`config.mk`:
```
export PLATFORM = sky130hd
export DESIGN_NAME = rle_planar_image_decoder_core_flat
export DESIGN_NICKNAME = d
export VERILOG_FILES = /design/src/rtl/rpd_pkg.sv /design/src/rtl/rpd_byte_if.sv /design/src/rtl/rpd_run_if.sv /design/src/rtl/rpd_front.sv /design/src/rtl/rpd_queue.sv /design/src/rtl/rpd_back.sv /design/src/rtl/rle_planar_image_decoder_core.sv /design/src/flat_wrapper.sv
export SDC_FILE = /design/constraint.sdc
export NUM_CORES = 1
export LEC_CHECK = 0
export BUFFER_PORTS_ARGS = -buffer_cell sky130_fd_sc_hd__buf_2
export CAP_MARGIN = 20
export CELL_PAD_IN_SITES_DETAIL_PLACEMENT = 0
export CELL_PAD_IN_SITES_GLOBAL_PLACEMENT = 1
export CORE_ASPECT_RATIO = 2
export CORE_MARGIN = 1
export CORE_UTILIZATION = 40
export DETAILED_ROUTE_END_ITERATION = 6
export PLACE_DENSITY = 0.73
export SLEW_MARGIN = 10
export SYNTH_ARGS = -nofsm -noshare
export SYNTH_HDL_FRONTEND = slang
export SYNTH_SLANG_ARGS = --single-unit
```
`constraint.sdc`:
```
create_clock -name clk -period 12.1 [get_ports clk]
set_input_delay 0.605 -clock clk [delete_from_list [all_inputs] [get_ports clk]]
set_output_delay 0.605 -clock clk [all_outputs]
set_load 0.03 [all_outputs]
```
`src/rtl/rpd_pkg.sv`:
```
// shared constants, types and helpers of the run-length planar image decoder
package rpd_pkg;

    localparam int DIM_W      = 13;
    localparam int LINE_W     = 12;
    localparam int CHAN_W     = 2;
    localparam int CHANS_W    = 3;
    localparam int COUNT_W    = 7;
    localparam int VALUE_W    = 8;
    localparam int ADDR_W     = 26;
    localparam int CFG_IDX_W  = 2;
    localparam int CFG_DATA_W = 13;

    localparam int MAX_WIDTH  = 4096;
    localparam int MAX_HEIGHT = 4096;
    localparam int DIM_CAP    = 4096;
    localparam int MAX_CHANS  = 4;

    localparam int QUEUE_DEPTH_DEFAULT = 4;

    localparam logic [DIM_W-1:0] WIDTH_LIMIT =
        DIM_W'(MAX_WIDTH < DIM_CAP ? MAX_WIDTH : DIM_CAP);
    localparam logic [DIM_W-1:0] ROWS_LIMIT =
        DIM_W'(MAX_HEIGHT < DIM_CAP ? MAX_HEIGHT : DIM_CAP);
    localparam logic [CHANS_W-1:0] CHANS_LIMIT = CHANS_W'(MAX_CHANS);
    localparam logic [DIM_W-1:0] COLUMN_MAX = '1;

    // control byte layout
    localparam int KIND_BIT = 7;

    // register indexes
    localparam logic [CFG_IDX_W-1:0] CFG_ROW_WIDTH       = 2'd0;
    localparam logic [CFG_IDX_W-1:0] CFG_ROW_COUNT       = 2'd1;
    localparam logic [CFG_IDX_W-1:0] CFG_CHANNEL_COUNT   = 2'd2;
    localparam logic [CFG_IDX_W-1:0] CFG_COMPRESSED_MODE = 2'd3;

    // clamped image dimensions
    typedef struct packed {
        logic [DIM_W-1:0]   width;
        logic [DIM_W-1:0]   rows;
        logic [CHANS_W-1:0] chans;
    } dims_t;

    // one classified run, front to back
    typedef struct packed {
        logic [VALUE_W-1:0] value;
        logic [DIM_W-1:0]   column;
        logic [COUNT_W-1:0] len;
        logic               scanline_done;
        logic               frame_done;
        logic               length_error;
        logic               zero_address;
        logic [LINE_W-1:0]  line;
        logic [CHAN_W-1:0]  chan;
    } run_cmd_t;

    function automatic logic [DIM_W-1:0] clamp_dim(input logic [DIM_W-1:0] v,
                                                   input logic [DIM_W-1:0] hi);
        logic [DIM_W-1:0] r;
        if (v == '0)
            r = DIM_W'(1);
        else if (v > hi)
            r = hi;
        else
            r = v;
        return r;
    endfunction

    function automatic logic [CHANS_W-1:0] clamp_chans(input logic [CHANS_W-1:0] v);
        logic [CHANS_W-1:0] r;
        if (v == '0)
            r = CHANS_W'(1);
        else if (v > CHANS_LIMIT)
            r = CHANS_LIMIT;
        else
            r = v;
        return r;
    endfunction

endpackage

```
`src/rtl/rpd_byte_if.sv`:
```
// byte stream channel: valid, ready and one stored data byte
interface rpd_byte_if;
    import rpd_pkg::*;

    logic               valid;
    logic               ready;
    logic [VALUE_W-1:0] data_byte;

    modport source (output valid, output data_byte, input ready);
    modport sink (input valid, input data_byte, output ready);
endinterface

```
`src/rtl/rpd_run_if.sv`:
```
// run descriptor channel: valid, ready and one write descriptor
interface rpd_run_if;
    import rpd_pkg::*;

    logic               valid;
    logic               ready;
    logic [VALUE_W-1:0] pixel_value;
    logic [ADDR_W-1:0]  pixel_address;
    logic [COUNT_W-1:0] run_length;
    logic               scanline_done;
    logic               frame_done;
    logic               length_error;

    modport source (output valid, output pixel_value, output pixel_address,
                    output run_length, output scanline_done, output frame_done,
                    output length_error, input ready);
    modport sink (input valid, input pixel_value, input pixel_address,
                  input run_length, input scanline_done, input frame_done,
                  input length_error, output ready);
endinterface

```
`src/rtl/rpd_front.sv`:
```
// front end: takes bytes, tracks decode phase and position, emits run commands
module rpd_front (
    input  logic              clk,
    input  logic              rst_n,
    input  rpd_pkg::dims_t    dims,
    input  logic              compressed,
    input  logic              queue_ready,
    output logic              push,
    output rpd_pkg::run_cmd_t cmd,
    rpd_byte_if.sink          byte_chan
);
    import rpd_pkg::*;

    typedef enum logic [2:0] {
        PH_CTRL    = 3'b001,
        PH_REPEAT  = 3'b010,
        PH_LITERAL = 3'b100
    } phase_t;

    phase_t             phase_reg, phase_next;
    logic [COUNT_W-1:0] count_reg, count_next;
    logic [DIM_W-1:0]   column_reg, column_next;
    logic [LINE_W-1:0]  line_reg, line_next;
    logic [CHAN_W-1:0]  chan_reg, chan_next;
    logic               err_seen_reg, err_seen_next;

    logic               accept;
    logic               has_result;
    logic               end_line;
    logic [COUNT_W-1:0] step;
    logic [DIM_W:0]     sum;
    logic               over;
    logic [DIM_W-1:0]   col_sat;
    logic [DIM_W-1:0]   line_inc;
    logic               line_wrap;
    logic [CHANS_W-1:0] chan_inc;
    logic               chan_wrap;
    logic [COUNT_W-1:0] count_dec;
    logic [VALUE_W-1:0] b;

    assign b               = byte_chan.data_byte;
    assign byte_chan.ready = queue_ready;
    assign accept          = byte_chan.valid && queue_ready;
    assign push            = accept && has_result;

    // column advance of the byte in hand
    assign step    = (compressed && phase_reg == PH_REPEAT) ? count_reg : COUNT_W'(1);
    assign sum     = (DIM_W+1)'(column_reg) + (DIM_W+1)'(step);
    assign over    = sum > (DIM_W+1)'(dims.width);
    assign col_sat = (sum > (DIM_W+1)'(COLUMN_MAX)) ? COLUMN_MAX : sum[DIM_W-1:0];

    // scanline and plane stepping
    assign line_inc  = DIM_W'(line_reg) + DIM_W'(1);
    assign line_wrap = line_inc >= dims.rows;
    assign chan_inc  = CHANS_W'(chan_reg) + CHANS_W'(1);
    assign chan_wrap = chan_inc >= dims.chans;

    assign count_dec = count_reg - COUNT_W'(1);

    always_comb
    begin
        phase_next    = phase_reg;
        count_next    = count_reg;
        column_next   = column_reg;
        line_next     = line_reg;
        chan_next     = chan_reg;
        err_seen_next = err_seen_reg;
        has_result    = 1'b0;
        end_line      = 1'b0;

        cmd.value         = b;
        cmd.column        = column_reg;
        cmd.len           = '0;
        cmd.scanline_done = 1'b0;
        cmd.frame_done    = 1'b0;
        cmd.length_error  = 1'b0;
        cmd.zero_address  = 1'b0;
        cmd.line          = line_reg;
        cmd.chan          = chan_reg;

        if (!compressed)
        begin
            has_result       = 1'b1;
            cmd.len          = over ? '0 : COUNT_W'(1);
            cmd.length_error = over;
            column_next      = col_sat;
            err_seen_next    = err_seen_reg | over;
            if (col_sat >= dims.width)
            begin
                cmd.scanline_done = 1'b1;
                cmd.frame_done    = line_wrap && chan_wrap;
                cmd.length_error  = err_seen_reg | over | (col_sat != dims.width);
                end_line          = 1'b1;
            end
        end
        else
        begin
            case (phase_reg)
                PH_REPEAT:
                begin
                    has_result       = 1'b1;
                    cmd.len          = over ? '0 : count_reg;
                    cmd.length_error = over;
                    column_next      = col_sat;
                    err_seen_next    = err_seen_reg | over;
                    count_next       = '0;
                    phase_next       = PH_CTRL;
                end
                PH_LITERAL:
                begin
                    has_result       = 1'b1;
                    cmd.len          = over ? '0 : COUNT_W'(1);
                    cmd.length_error = over;
                    column_next      = col_sat;
                    err_seen_next    = err_seen_reg | over;
                    count_next       = count_dec;
                    if (count_dec == '0)
                        phase_next = PH_CTRL;
                end
                default:
                begin
                    // control byte, also for a broken phase code
                    phase_next = PH_CTRL;
                    if (b == '0)
                    begin
                        has_result        = 1'b1;
                        cmd.value         = '0;
                        cmd.zero_address  = 1'b1;
                        cmd.scanline_done = 1'b1;
                        cmd.frame_done    = line_wrap && chan_wrap;
                        cmd.length_error  = err_seen_reg | (column_reg != dims.width);
                        end_line          = 1'b1;
                    end
                    else if (b[COUNT_W-1:0] != '0)
                    begin
                        count_next = b[COUNT_W-1:0];
                        phase_next = b[KIND_BIT] ? PH_LITERAL : PH_REPEAT;
                    end
                end
            endcase
        end

        if (end_line)
        begin
            column_next   = '0;
            err_seen_next = 1'b0;
            phase_next    = PH_CTRL;
            count_next    = '0;
            if (line_wrap)
            begin
                line_next = '0;
                chan_next = chan_wrap ? '0 : chan_inc[CHAN_W-1:0];
            end
            else
            begin
                line_next = line_inc[LINE_W-1:0];
            end
        end
    end

    always_ff @(posedge clk or negedge rst_n)
    begin
        if (!rst_n)
        begin
            phase_reg    <= PH_CTRL;
            count_reg    <= '0;
            column_reg   <= '0;
            line_reg     <= '0;
            chan_reg     <= '0;
            err_seen_reg <= 1'b0;
        end
        else if (accept)
        begin
            phase_reg    <= phase_next;
            count_reg    <= count_next;
            column_reg   <= column_next;
            line_reg     <= line_next;
            chan_reg     <= chan_next;
            err_seen_reg <= err_seen_next;
        end
    end

endmodule

```
`src/rtl/rpd_queue.sv`:
```
// short command queue between front and back
module rpd_queue #(
    parameter int DEPTH = rpd_pkg::QUEUE_DEPTH_DEFAULT
) (
    input  logic              clk,
    input  logic              rst_n,
    input  logic              push,
    input  rpd_pkg::run_cmd_t push_cmd,
    output logic              push_ready,
    input  logic              pop,
    output logic              pop_valid,
    output rpd_pkg::run_cmd_t pop_cmd
);
    import rpd_pkg::*;

    localparam int PTR_W = (DEPTH > 1) ? $clog2(DEPTH) : 1;
    localparam int CNT_W = $clog2(DEPTH + 1);
    localparam logic [PTR_W-1:0] LAST_PTR = PTR_W'(DEPTH - 1);
    localparam logic [CNT_W-1:0] FULL_CNT = CNT_W'(DEPTH);

    run_cmd_t         entries_reg [DEPTH];
    logic [PTR_W-1:0] wr_ptr_reg, rd_ptr_reg;
    logic [CNT_W-1:0] fill_reg, fill_next;

    assign push_ready = fill_reg != FULL_CNT;
    assign pop_valid  = fill_reg != '0;
    assign pop_cmd    = entries_reg[rd_ptr_reg];

    always_comb
    begin
        case ({push, pop})
            2'b10:   fill_next = fill_reg + CNT_W'(1);
            2'b01:   fill_next = fill_reg - CNT_W'(1);
            default: fill_next = fill_reg;
        endcase
    end

    always_ff @(posedge clk)
    begin
        if (push)
            entries_reg[wr_ptr_reg] <= push_cmd;
    end

    always_ff @(posedge clk or negedge rst_n)
    begin
        if (!rst_n)
        begin
            wr_ptr_reg <= '0;
            rd_ptr_reg <= '0;
            fill_reg   <= '0;
        end
        else
        begin
            fill_reg <= fill_next;
            if (push)
                wr_ptr_reg <= (wr_ptr_reg == LAST_PTR) ? '0 : wr_ptr_reg + PTR_W'(1);
            if (pop)
                rd_ptr_reg <= (rd_ptr_reg == LAST_PTR) ? '0 : rd_ptr_reg + PTR_W'(1);
        end
    end

endmodule

```
`src/rtl/rpd_back.sv`:
```
// back end: address pipeline and output register for run descriptors
module rpd_back (
    input  logic              clk,
    input  logic              rst_n,
    input  rpd_pkg::dims_t    dims,
    input  logic              cmd_valid,
    input  rpd_pkg::run_cmd_t cmd,
    output logic              cmd_pop,
    rpd_run_if.source         run_chan
);
    import rpd_pkg::*;

    logic                      s1_valid_reg, s2_valid_reg, out_valid_reg;
    run_cmd_t                  s1_cmd_reg, s2_cmd_reg;
    logic [ADDR_W-1:0]         s1_prod_reg, s2_base_reg;
    logic [VALUE_W-1:0]        value_reg;
    logic [ADDR_W-1:0]         addr_reg;
    logic [COUNT_W-1:0]        len_reg;
    logic                      sd_reg, fd_reg, err_reg;

    logic                      adv_out, adv_s2, adv_s1;
    logic [ADDR_W-1:0]         row;
    logic [ADDR_W+DIM_W-1:0]   row_prod;
    logic [ADDR_W+CHANS_W-1:0] chan_prod;
    logic [ADDR_W-1:0]         addr;

    assign adv_out = !out_valid_reg || run_chan.ready;
    assign adv_s2  = !s2_valid_reg || adv_out;
    assign adv_s1  = !s1_valid_reg || adv_s2;
    assign cmd_pop = cmd_valid && adv_s1;

    // image row is flipped: stored scanline s lands on row rows-1-s, wraps mod 2^26
    assign row      = ADDR_W'(dims.rows) - ADDR_W'(1) - ADDR_W'(cmd.line);
    assign row_prod = row * dims.width;

    assign chan_prod = s2_base_reg * dims.chans;
    assign addr      = s2_cmd_reg.zero_address ? '0
                       : chan_prod[ADDR_W-1:0] + ADDR_W'(s2_cmd_reg.chan);

    always_ff @(posedge clk)
    begin
        if (cmd_pop)
        begin
            s1_cmd_reg  <= cmd;
            s1_prod_reg <= row_prod[ADDR_W-1:0];
        end
        if (s1_valid_reg && adv_s2)
        begin
            s2_cmd_reg  <= s1_cmd_reg;
            s2_base_reg <= s1_prod_reg + ADDR_W'(s1_cmd_reg.column);
        end
        if (s2_valid_reg && adv_out)
        begin
            value_reg <= s2_cmd_reg.value;
            addr_reg  <= addr;
            len_reg   <= s2_cmd_reg.len;
            sd_reg    <= s2_cmd_reg.scanline_done;
            fd_reg    <= s2_cmd_reg.frame_done;
            err_reg   <= s2_cmd_reg.length_error;
        end
    end

    always_ff @(posedge clk or negedge rst_n)
    begin
        if (!rst_n)
        begin
            s1_valid_reg  <= 1'b0;
            s2_valid_reg  <= 1'b0;
            out_valid_reg <= 1'b0;
        end
        else
        begin
            if (adv_s1)
                s1_valid_reg <= cmd_valid;
            if (adv_s2)
                s2_valid_reg <= s1_valid_reg;
            if (adv_out)
                out_valid_reg <= s2_valid_reg;
        end
    end

    assign run_chan.valid         = out_valid_reg;
    assign run_chan.pixel_value   = value_reg;
    assign run_chan.pixel_address = addr_reg;
    assign run_chan.run_length    = len_reg;
    assign run_chan.scanline_done = sd_reg;
    assign run_chan.frame_done    = fd_reg;
    assign run_chan.length_error  = err_reg;

endmodule

```
`src/rtl/rle_planar_image_decoder_core.sv`:
```
// top level of the run-length planar image decoder
//
//  channel    dir  modport  beat
//  byte_chan  in   sink     one stored scanline byte (data_byte)
//  run_chan   out  source   one write descriptor (value, address, length, flags)
//  cfg_*      in   -        register write, no handshake, no read-back
//
//  one byte per cycle sustained while the queue has room; a beat with a result
//  passes from the queue through the back stages into the output register
//  the front updates phase, count and column for each byte taken; the back
//  is three register stages: row product, column add, channel product
//  a four-deep queue lets the front keep taking bytes while the output stalls
//  rst_n clears all control state and loads the register reset values
//  control bytes that start a run give no beat and never occupy the queue
module rle_planar_image_decoder_core #(
    parameter int QUEUE_DEPTH = rpd_pkg::QUEUE_DEPTH_DEFAULT
) (
    input  logic                           clk,
    input  logic                           rst_n,
    input  logic                           cfg_we,
    input  logic [rpd_pkg::CFG_IDX_W-1:0]  cfg_index,
    input  logic [rpd_pkg::CFG_DATA_W-1:0] cfg_data,
    rpd_byte_if.sink                       byte_chan,
    rpd_run_if.source                      run_chan
);
    import rpd_pkg::*;

    // configuration registers
    logic [DIM_W-1:0]   row_width_reg;
    logic [DIM_W-1:0]   row_count_reg;
    logic [CHANS_W-1:0] channel_count_reg;
    logic               compressed_reg;

    dims_t    dims;
    logic     push, queue_ready;
    logic     pop, pop_valid;
    run_cmd_t push_cmd, pop_cmd;

    always_ff @(posedge clk or negedge rst_n)
    begin
        if (!rst_n)
        begin
            row_width_reg     <= DIM_W'(1);
            row_count_reg     <= DIM_W'(1);
            channel_count_reg <= CHANS_W'(1);
            compressed_reg    <= 1'b0;
        end
        else if (cfg_we)
        begin
            case (cfg_index)
                CFG_ROW_WIDTH:       row_width_reg     <= cfg_data[DIM_W-1:0];
                CFG_ROW_COUNT:       row_count_reg     <= cfg_data[DIM_W-1:0];
                CFG_CHANNEL_COUNT:   channel_count_reg <= cfg_data[CHANS_W-1:0];
                CFG_COMPRESSED_MODE: compressed_reg    <= cfg_data[0];
                default:             ;
            endcase
        end
    end

    // out of range settings act as clamped to the supported dimensions
    assign dims.width = clamp_dim(row_width_reg, WIDTH_LIMIT);
    assign dims.rows  = clamp_dim(row_count_reg, ROWS_LIMIT);
    assign dims.chans = clamp_chans(channel_count_reg);

    // front: byte classification and scanline bookkeeping
    rpd_front u_front (
        .clk         (clk),
        .rst_n       (rst_n),
        .dims        (dims),
        .compressed  (compressed_reg),
        .queue_ready (queue_ready),
        .push        (push),
        .cmd         (push_cmd),
        .byte_chan   (byte_chan)
    );

    // decoupling queue
    rpd_queue #(
        .DEPTH (QUEUE_DEPTH)
    ) u_queue (
        .clk        (clk),
        .rst_n      (rst_n),
        .push       (push),
        .push_cmd   (push_cmd),
        .push_ready (queue_ready),
        .pop        (pop),
        .pop_valid  (pop_valid),
        .pop_cmd    (pop_cmd)
    );

    // back: address arithmetic and output register
    rpd_back u_back (
        .clk       (clk),
        .rst_n     (rst_n),
        .dims      (dims),
        .cmd_valid (pop_valid),
        .cmd       (pop_cmd),
        .cmd_pop   (pop),
        .run_chan  (run_chan)
    );

endmodule

```
`src/flat_wrapper.sv`:
```
// flat-port wrapper written by rule: the top's interface ports become plain ports
module rle_planar_image_decoder_core_flat import rpd_pkg::*;
#(
    parameter int QUEUE_DEPTH = rpd_pkg::QUEUE_DEPTH_DEFAULT
)
  (clk, rst_n, cfg_we, cfg_index, cfg_data, byte_chan_valid, byte_chan_data_byte, byte_chan_ready, run_chan_valid, run_chan_pixel_value, run_chan_pixel_address, run_chan_run_length, run_chan_scanline_done, run_chan_frame_done, run_chan_length_error, run_chan_ready);
  rpd_byte_if byte_chan_i ();
  rpd_run_if run_chan_i ();
  input  logic clk;
  input  logic rst_n;
  input  logic cfg_we;
  input  logic [rpd_pkg::CFG_IDX_W-1:0] cfg_index;
  input  logic [rpd_pkg::CFG_DATA_W-1:0] cfg_data;
  input wire logic [$bits(byte_chan_i.valid)-1:0] byte_chan_valid;
  input wire logic [$bits(byte_chan_i.data_byte)-1:0] byte_chan_data_byte;
  output wire logic [$bits(byte_chan_i.ready)-1:0] byte_chan_ready;
  output wire logic [$bits(run_chan_i.valid)-1:0] run_chan_valid;
  output wire logic [$bits(run_chan_i.pixel_value)-1:0] run_chan_pixel_value;
  output wire logic [$bits(run_chan_i.pixel_address)-1:0] run_chan_pixel_address;
  output wire logic [$bits(run_chan_i.run_length)-1:0] run_chan_run_length;
  output wire logic [$bits(run_chan_i.scanline_done)-1:0] run_chan_scanline_done;
  output wire logic [$bits(run_chan_i.frame_done)-1:0] run_chan_frame_done;
  output wire logic [$bits(run_chan_i.length_error)-1:0] run_chan_length_error;
  input wire logic [$bits(run_chan_i.ready)-1:0] run_chan_ready;
  assign byte_chan_i.valid = byte_chan_valid;
  assign byte_chan_i.data_byte = byte_chan_data_byte;
  assign byte_chan_ready = byte_chan_i.ready;
  assign run_chan_valid = run_chan_i.valid;
  assign run_chan_pixel_value = run_chan_i.pixel_value;
  assign run_chan_pixel_address = run_chan_i.pixel_address;
  assign run_chan_run_length = run_chan_i.run_length;
  assign run_chan_scanline_done = run_chan_i.scanline_done;
  assign run_chan_frame_done = run_chan_i.frame_done;
  assign run_chan_length_error = run_chan_i.length_error;
  assign run_chan_i.ready = run_chan_ready;
  rle_planar_image_decoder_core #(.QUEUE_DEPTH(QUEUE_DEPTH)) u_core (.clk(clk), .rst_n(rst_n), .cfg_we(cfg_we), .cfg_index(cfg_index), .cfg_data(cfg_data), .byte_chan(byte_chan_i), .run_chan(run_chan_i));
endmodule
```
# Word-level counts from Yosys, hierarchy flattened
# Memory sizes are Yosys's and may differ from the RTL's.
# Cells that the tools add are included.
[classes]
add_sub_neg = 12
n_reduce_logical = 34
n_eq_ne = 15
mux = 52
order_cmp = 8
n_bitwise = 3
n_mul = 2
[ops]
columns = ["cell", "n"]
rows = [
  ["$mux 13", 8],
  ["$mux 7", 6],
  ["$pmux 7 s2", 2],
  ["$mux 3", 9],
  ["$add 26x13->26", 1],
  ["$add 26x2->26", 1],
  ["$ge 13x13->1", 2],
  ["$gt 13x13->1 const B", 2],
  ["$logic_not 13->1", 2],
  ["$mul 26x13->26", 1],
  ["$mul 26x3->26", 1],
  ["$ne 13x13->1", 2],
  ["$mux 8", 3],
  ["$mux 1", 15],
  ["$sub 14x13->15", 1],
  ["$add 13x7->14", 1],
  ["$gt 14x13->1", 1],
  ["$gt 14x13->1 const B", 1],
  ["$sub 13x1->14 const B", 1],
  ["$add 12x1->13 const B", 1],
  ["$mux 12", 1],
  ["$pmux 3 s2", 2],
  ["$reduce_and 2->1", 6],
  ["$eq 2x2->1 const B", 5],
  ["other kinds (30)", 51],
]
[totals]
in_bits = 28
elab_cells = 166
regBits = 229
ram_bits = 184
n_memories = 1
[memory_table]
columns = ["memory", "depth", "width", "read_ports", "rd_clocked_by_memory_dff", "wr", "line", "source"]
rows = [
  ["u_core.u_queue.entries_reg", 4, 46, 1, 0, 1, "rpd_queue.sv:21", "run_cmd_t entries_reg [DEPTH];"],
]

# Longest topological paths before layout
[logic_depth]
ltp_word = 11
mapped_depth = 36
depth_no_buf = 36

# By module
# From an unflattened synthesis, not the netlist that was laid out.
[hier_totals]
hier_cells = 2397
hier_area_um2 = 27876.7
[by_module_without_submodules]
columns = ["module", "cells_per_inst", "instances", "seq_area_each_um2", "area_per_inst_um2"]
rows = [
  ["rpd_back", 1523, 1, 4609.4, 15493.6],
  ["rpd_queue", 278, 1, 5700.5, 7049.3],
  ["rpd_front", 490, 1, 952.2, 3935.0],
  ["rle_planar_image_decoder_core", 106, 1, 754.5, 1398.8],
]

# Worst setup path before layout
# No wires, ideal clock.
[synth_path]
kind = "register to register"
startpoint = "reg u_core.u_queue.rd_ptr_reg[0]"
endpoint = "reg u_core.u_back.s1_prod_reg[24] (data pin)"
slack_ps = 4042
n_path_buf = 2
required_time_ps = 11842
synth_period_minus_slack_ps = 8058
stages_incl_launch_ff = 33
arrival_ps = 7801
path_cell_list = "dfrtp_1 -> buf_2 -> buf_1 -> mux4_2 -> ha_1 -> inv_1 -> fa_1 -> a21o_1 -> a21oi_1 -> o21ai_0 -> nand2b_1 -> a21oi_1 -> nor2_1 -> xor2_1 -> nor2_1 -> fa_1 -> inv_1 -> fa_1 -> inv_1 -> fa_1 -> fa_1 -> inv_1 -> fa_1 -> inv_1 -> ha_1 -> o211ai_1 -> o21ba_2 -> o31ai_1 -> or3_1 -> o211ai_1 -> o21ai_0 -> a21oi_1 -> xnor2_1"
[synth_between]
elab_chain_cells = 3
[synth_rtl]
columns = ["element", "line", "source"]
rows = [
  ["start: declaration", "rpd_queue.sv:22", "logic [PTR_W-1:0] wr_ptr_reg, rd_ptr_reg;"],
  ["start signal: assignment", "rpd_queue.sv:58", "rd_ptr_reg <= (rd_ptr_reg == LAST_PTR) ? '0 : rd_ptr_reg + PTR_W'(1);"],
  ["$mem_v2 4x46", "--", ""],
  ["$sub 14x13->15", "rpd_back.sv:33", "assign row = ADDR_W'(dims.rows) - ADDR_W'(1) - ADDR_W'(cmd.line);"],
  ["$mul 26x13->26", "rpd_back.sv:34", "assign row_prod = row * dims.width;"],
  ["via u_core.u_back.row_prod[24]", "rpd_back.sv:23", "logic [ADDR_W+DIM_W-1:0] row_prod;"],
  ["end signal: assignment", "rpd_back.sv:45", "s1_prod_reg <= row_prod[ADDR_W-1:0];"],
  ["end: declaration", "rpd_back.sv:15", "logic [ADDR_W-1:0] s1_prod_reg, s2_base_reg;"],
]
# The timed path passes the listed nets, and every way through them passes these cells.
# A chain may end at the register's enable or synchronous reset.

# Worst setup path after layout
[layout_path]
startpoint = "reg u_core.row_count_reg[8]"
endpoint = "reg u_core.u_back.s1_prod_reg[24] (data pin)"
[layout_between]
elab_chain_cells = 6
[layout_rtl]
columns = ["element", "line", "source"]
rows = [
  ["start: declaration", "rle_planar_image_decoder_core.sv:30", "logic [DIM_W-1:0] row_count_reg;"],
  ["start signal: assignment", "rle_planar_image_decoder_core.sv:52", "CFG_ROW_COUNT: row_count_reg <= cfg_data[DIM_W-1:0];"],
  ["$gt 13x13->1", "rpd_pkg.sv:62", "else if (v > hi)"],
  ["$mux 13", "rpd_pkg.sv:62", ""],
  ["$mux 13 *", "rpd_pkg.sv:60", "if (v == '0)"],
  ["$sub 13x1->14 *", "rpd_back.sv:33", ""],
  ["$sub 14x13->15 *", "rpd_back.sv:33", ""],
  ["$mul 26x13->26 *", "rpd_back.sv:34", ""],
  ["via u_core.u_back.row_prod[24]", "rpd_back.sv:23", ""],
]
# The timed path passes the listed nets; every way through them passes the cells marked *.

==> impl_results.rst <==
.. list-table::
   :header-rows: 1

   * - Metric
     - Value
   * - Final hold violation count
     - 0
   * - Clock-pin slew on the worst setup and hold paths
     - around 0.070 ns
   * - Crit path arrival time
     - between 9 and 10 ns
   * - Boundary pin count
     - 74
   * - Post-DR wirelength/cell
     - roughly 18 um
   * - Post-synthesis to final-layout area growth
     - 10.23%
   * - Total nets after synthesis
     - approximately 2.8k
   * - Required time of the critical path
     - between 10 and 15 ns
   * - Level count of the clock H-tree
     - 2
   * - Number of different library cells in the post-synthesis netlist
     - 82
   * - Max-slew violations
     - 0
   * - Remaining antenna violation count
     - 0
   * - Total iterations of the first detailed-routing run
     - 5
   * - CTS Root Cell
     - clkbuf_16
   * - Setup TNS
     - 0 ns
   * - Most common cell after layout, fill and taps aside
     - edfxtp_1
   * - Area of the die
     - 70100 um^2
   * - Mapped cell area
     - approximately 28000 um^2
   * - Crit. End Element
     - flop
   * - Startpoint type of the worst setup path
     - flop
   * - Count of port buffers added during placement
     - between 70 and 80
   * - Number of DRC markers in iteration 0
     - a little under 800
   * - Met2 global-route usage
     - 36.49%
   * - Worst slack at placement
     - between 2 and 3 ns
   * - Slack of the critical path
     - slightly above 3 ns
   * - Number of max-cap violations
     - 0
   * - Core occupancy in the finished layout
     - 44.79%
   * - Cell area after layout
     - 30420 um^2
   * - Slew HR
     - about a quarter
   * - Yosys warns
     - 0
   * - Most used cells in the layout excluding fill and tap cells
     - 335 x edfxtp_1, 331 x inv_1, 278 x nand2_1, 201 x fa_1, 182 x ha_1
   * - Post-place instance area
     - 29040 um^2
   * - Final setup violation count
     - 0
   * - Total number of clock tree sinks
     - between 400 and 500
   * - Area share of the largest cell type after synthesis
     - 36.46%
   * - Share of the yosys chip area belonging to registers
     - between 40% and 50%
   * - Global Route Usage Sum
     - between 10% and 20%
   * - Maximum clock insertion buffer count
     - 3
   * - Actual transition at the worst max-transition pin
     - between 1 and 1.5 ns
   * - Initial antenna violation count
     - 1
   * - Vias after detailed routing
     - around 17k
   * - Register bit total from synthesis
     - roughly 410
   * - GRT Residual Overflow
     - 0
   * - Fraction of registers with async set or reset after synthesis
     - 18.89%
   * - Filler instances
     - around 6.4k
   * - Net count, final
     - between 2k and 3k
   * - Register area
     - 12020 um^2
   * - Class of the most critical setup path
     - flop to flop
   * - Per-cell via count in the routed design
     - about 5.2
   * - Largest incremental delay on the critical path
     - between 0.5 and 0.6 ns
   * - Skew-Pair Late Insertion Delay
     - roughly 0.57 ns
   * - Most common flop cell mapped by yosys
     - edfxtp_1
   * - Row count
     - approximately 140
   * - Buffers inserted during post-CTS setup optimization
     - 0
   * - Hold crit path type
     - primary input to flop
   * - Pin count of the biggest net entering global routing
     - 60
   * - Timing-limited maximum frequency
     - 110.1 MHz
   * - Via count of the first global-routing pass
     - about 19k
   * - Unrepaired setup endpoints after global routing
     - false
   * - Post-cts sizing count
     - 0
   * - Max FFs per register
     - ~180
   * - Wire length after detailed routing
     - ~62 mm
   * - Most used routing layer in global routing
     - met2
   * - Number of enable-type register cells in the synthesized netlist
     - around 340
   * - Status
     - finished, final reports clean
   * - DRC violations left
     - 0
   * - Global Route met1 Usage
     - 18.40%
   * - Crit path top cell by count
     - fa_1
   * - Placer congestion estimate
     - roughly 0.90
   * - Die Width
     - ~190 um
   * - Placeable core area
     - a little under 70000 um^2
   * - Multi-input combinational cell area
     - between 10000 and 15000 um^2
   * - Worst setup skew after layout
     - about 0.030 ns
   * - Final period util
     - between 70% and 80%
   * - Final min period
     - 9.080 ns
   * - Global-route wire length before repair
     - between 100 and 150 mm
   * - Fraction of layout cells with a size suffix above 1
     - a little under an eighth
   * - Clock tree from TritonCTS
     - done
   * - Largest area contributor in the netlist
     - edfxtp_1
   * - Detailed placer's ending HPWL
     - roughly 49 mm
   * - Max stage delay cell, worst path
     - xnor2_1
   * - Per-instance average area after synthesis
     - around 12 um^2
   * - Cell types occupying the most area after synthesis
     - edfxtp_1 36%, fa_1 15%, ha_1 8.3%, dfrtp_1 6.7%, inv_1 4.5%
   * - Vertical extent of the die
     - between 300 and 400 um
   * - M3 GR Usage
     - under 10%
   * - Initial Utilization
     - between 40 and 50%
   * - CTS buffer count
     - 39
   * - Synthesized instance count
     - between 2k and 2.5k
   * - Critical Path Fanout Max
     - 7
per-layer routing:
metal / wire, um / vias up
met4: 3231 / 0
met2: 35310 / 312
met5: 0 / -
met3: 1619 / 138
li1: - / 8255
met1: 22300 / 8734
final timing paths:
check	from	end	slack [ns]	cells past startpoint
min in group asynchronous	rst_n	u_core.row_width_reg[5]	0.46	2
worst min register to register	u_core.u_back.s2_cmd_reg[41]	u_core.u_back.run_chan.pixel_value[3]	0.42	0
worst max-delay path	u_core.row_count_reg[8]	u_core.u_back.s1_prod_reg[24]	3.02	34
worst min-delay path	byte_chan_data_byte[5]	u_core.u_queue.entries_reg[2][43]	0.30	1
max in group asynchronous	rst_n	u_core.u_queue.rd_ptr_reg[1]	10.46	3
worst max register to register	u_core.row_count_reg[8]	u_core.u_back.s1_prod_reg[24]	3.02	34
cell usage after synthesis (6+ instances only):
cell      instances
o31ai_1          12
and2_1           49
ha_1            182
nor4_1           11
o21bai_1          7
clkbuf_1         58
nand2_1         278
nand4_1          11
edfxtp_1        335
a211oi_1          7
xnor2_1          90
mux4_2           46
a21o_1           27
dfrtp_1          74
and3_1           19
nor2_1          147
nand3_1          28
inv_1           331
xor2_1           40
nor3_1           24
a21oi_1          69
mux2_2           35
a31oi_1          11
o21ai_0          72
fa_1            201
nor2b_1          35
or2_2            14
o21a_1           24
nand2b_1         31
buf_1            11
o21ai_1           6
worst max-delay path, delay by kind of cell (launching register included):
family | cells | cell delay, ns
xor gates and xnor gates | 3 | 0.81
buffers and inverters | 4 | 0.24
and+or+nand+nor | 9 | 1.81
DFF | 1 | 0.45
AOI/OAI and AO/OA | 10 | 1.87
adders and majority gates | 8 | 3.62
metrics by stage:
stage	instances	hold slack, ns
3_3_place_gp	3308	0.4012
6_report	3382	0.2982
4_1_cts	3379	0.2671
5_1_grt	3381	0.2891
3_5_place_dp	3308	0.4052
2_1_floorplan	2390	0.3094
layout make-up:
class                           instances  share of cell area [%]
Multi-Input combinational cell       1571                   46.30
Antenna cell                            1                0.008227
Tap cell                              890                   3.661
Sequential cell                       413                   39.51
Timing Repair Buffer                  102                   1.999
Clock inverter                         27                   1.024
Clock buffer                           43                   3.361
Inverter                              335                   4.134
cell families (layout without fill, tap and decap cells):
logic type / count (synthesis) / in the layout / synth area share [%]
and+or+nand+nor: 683 / 683 / 11.64
other: 0 / 1 / 0
DFF: 413 / 413 / 43.55
xor gates and xnor gates: 130 / 130 / 4.126
adders and majority gates: 383 / 383 / 22.84
muxes: 84 / 84 / 5.301
buffers and inverters: 406 / 507 / 5.532
AOI/OAI and AO/OA: 291 / 291 / 7.020
timing repair:
| item | CTS | global route |
|---|---|---|
| hold buffers | 1 | 0 |
| endpoints found under the hold margin | 19 | 0 |
| setup endpoints to repair | 0 | 0 |
Power is not shown: default switching activity piles up to over one toggle a cycle in this logic, so the estimate is an artifact.
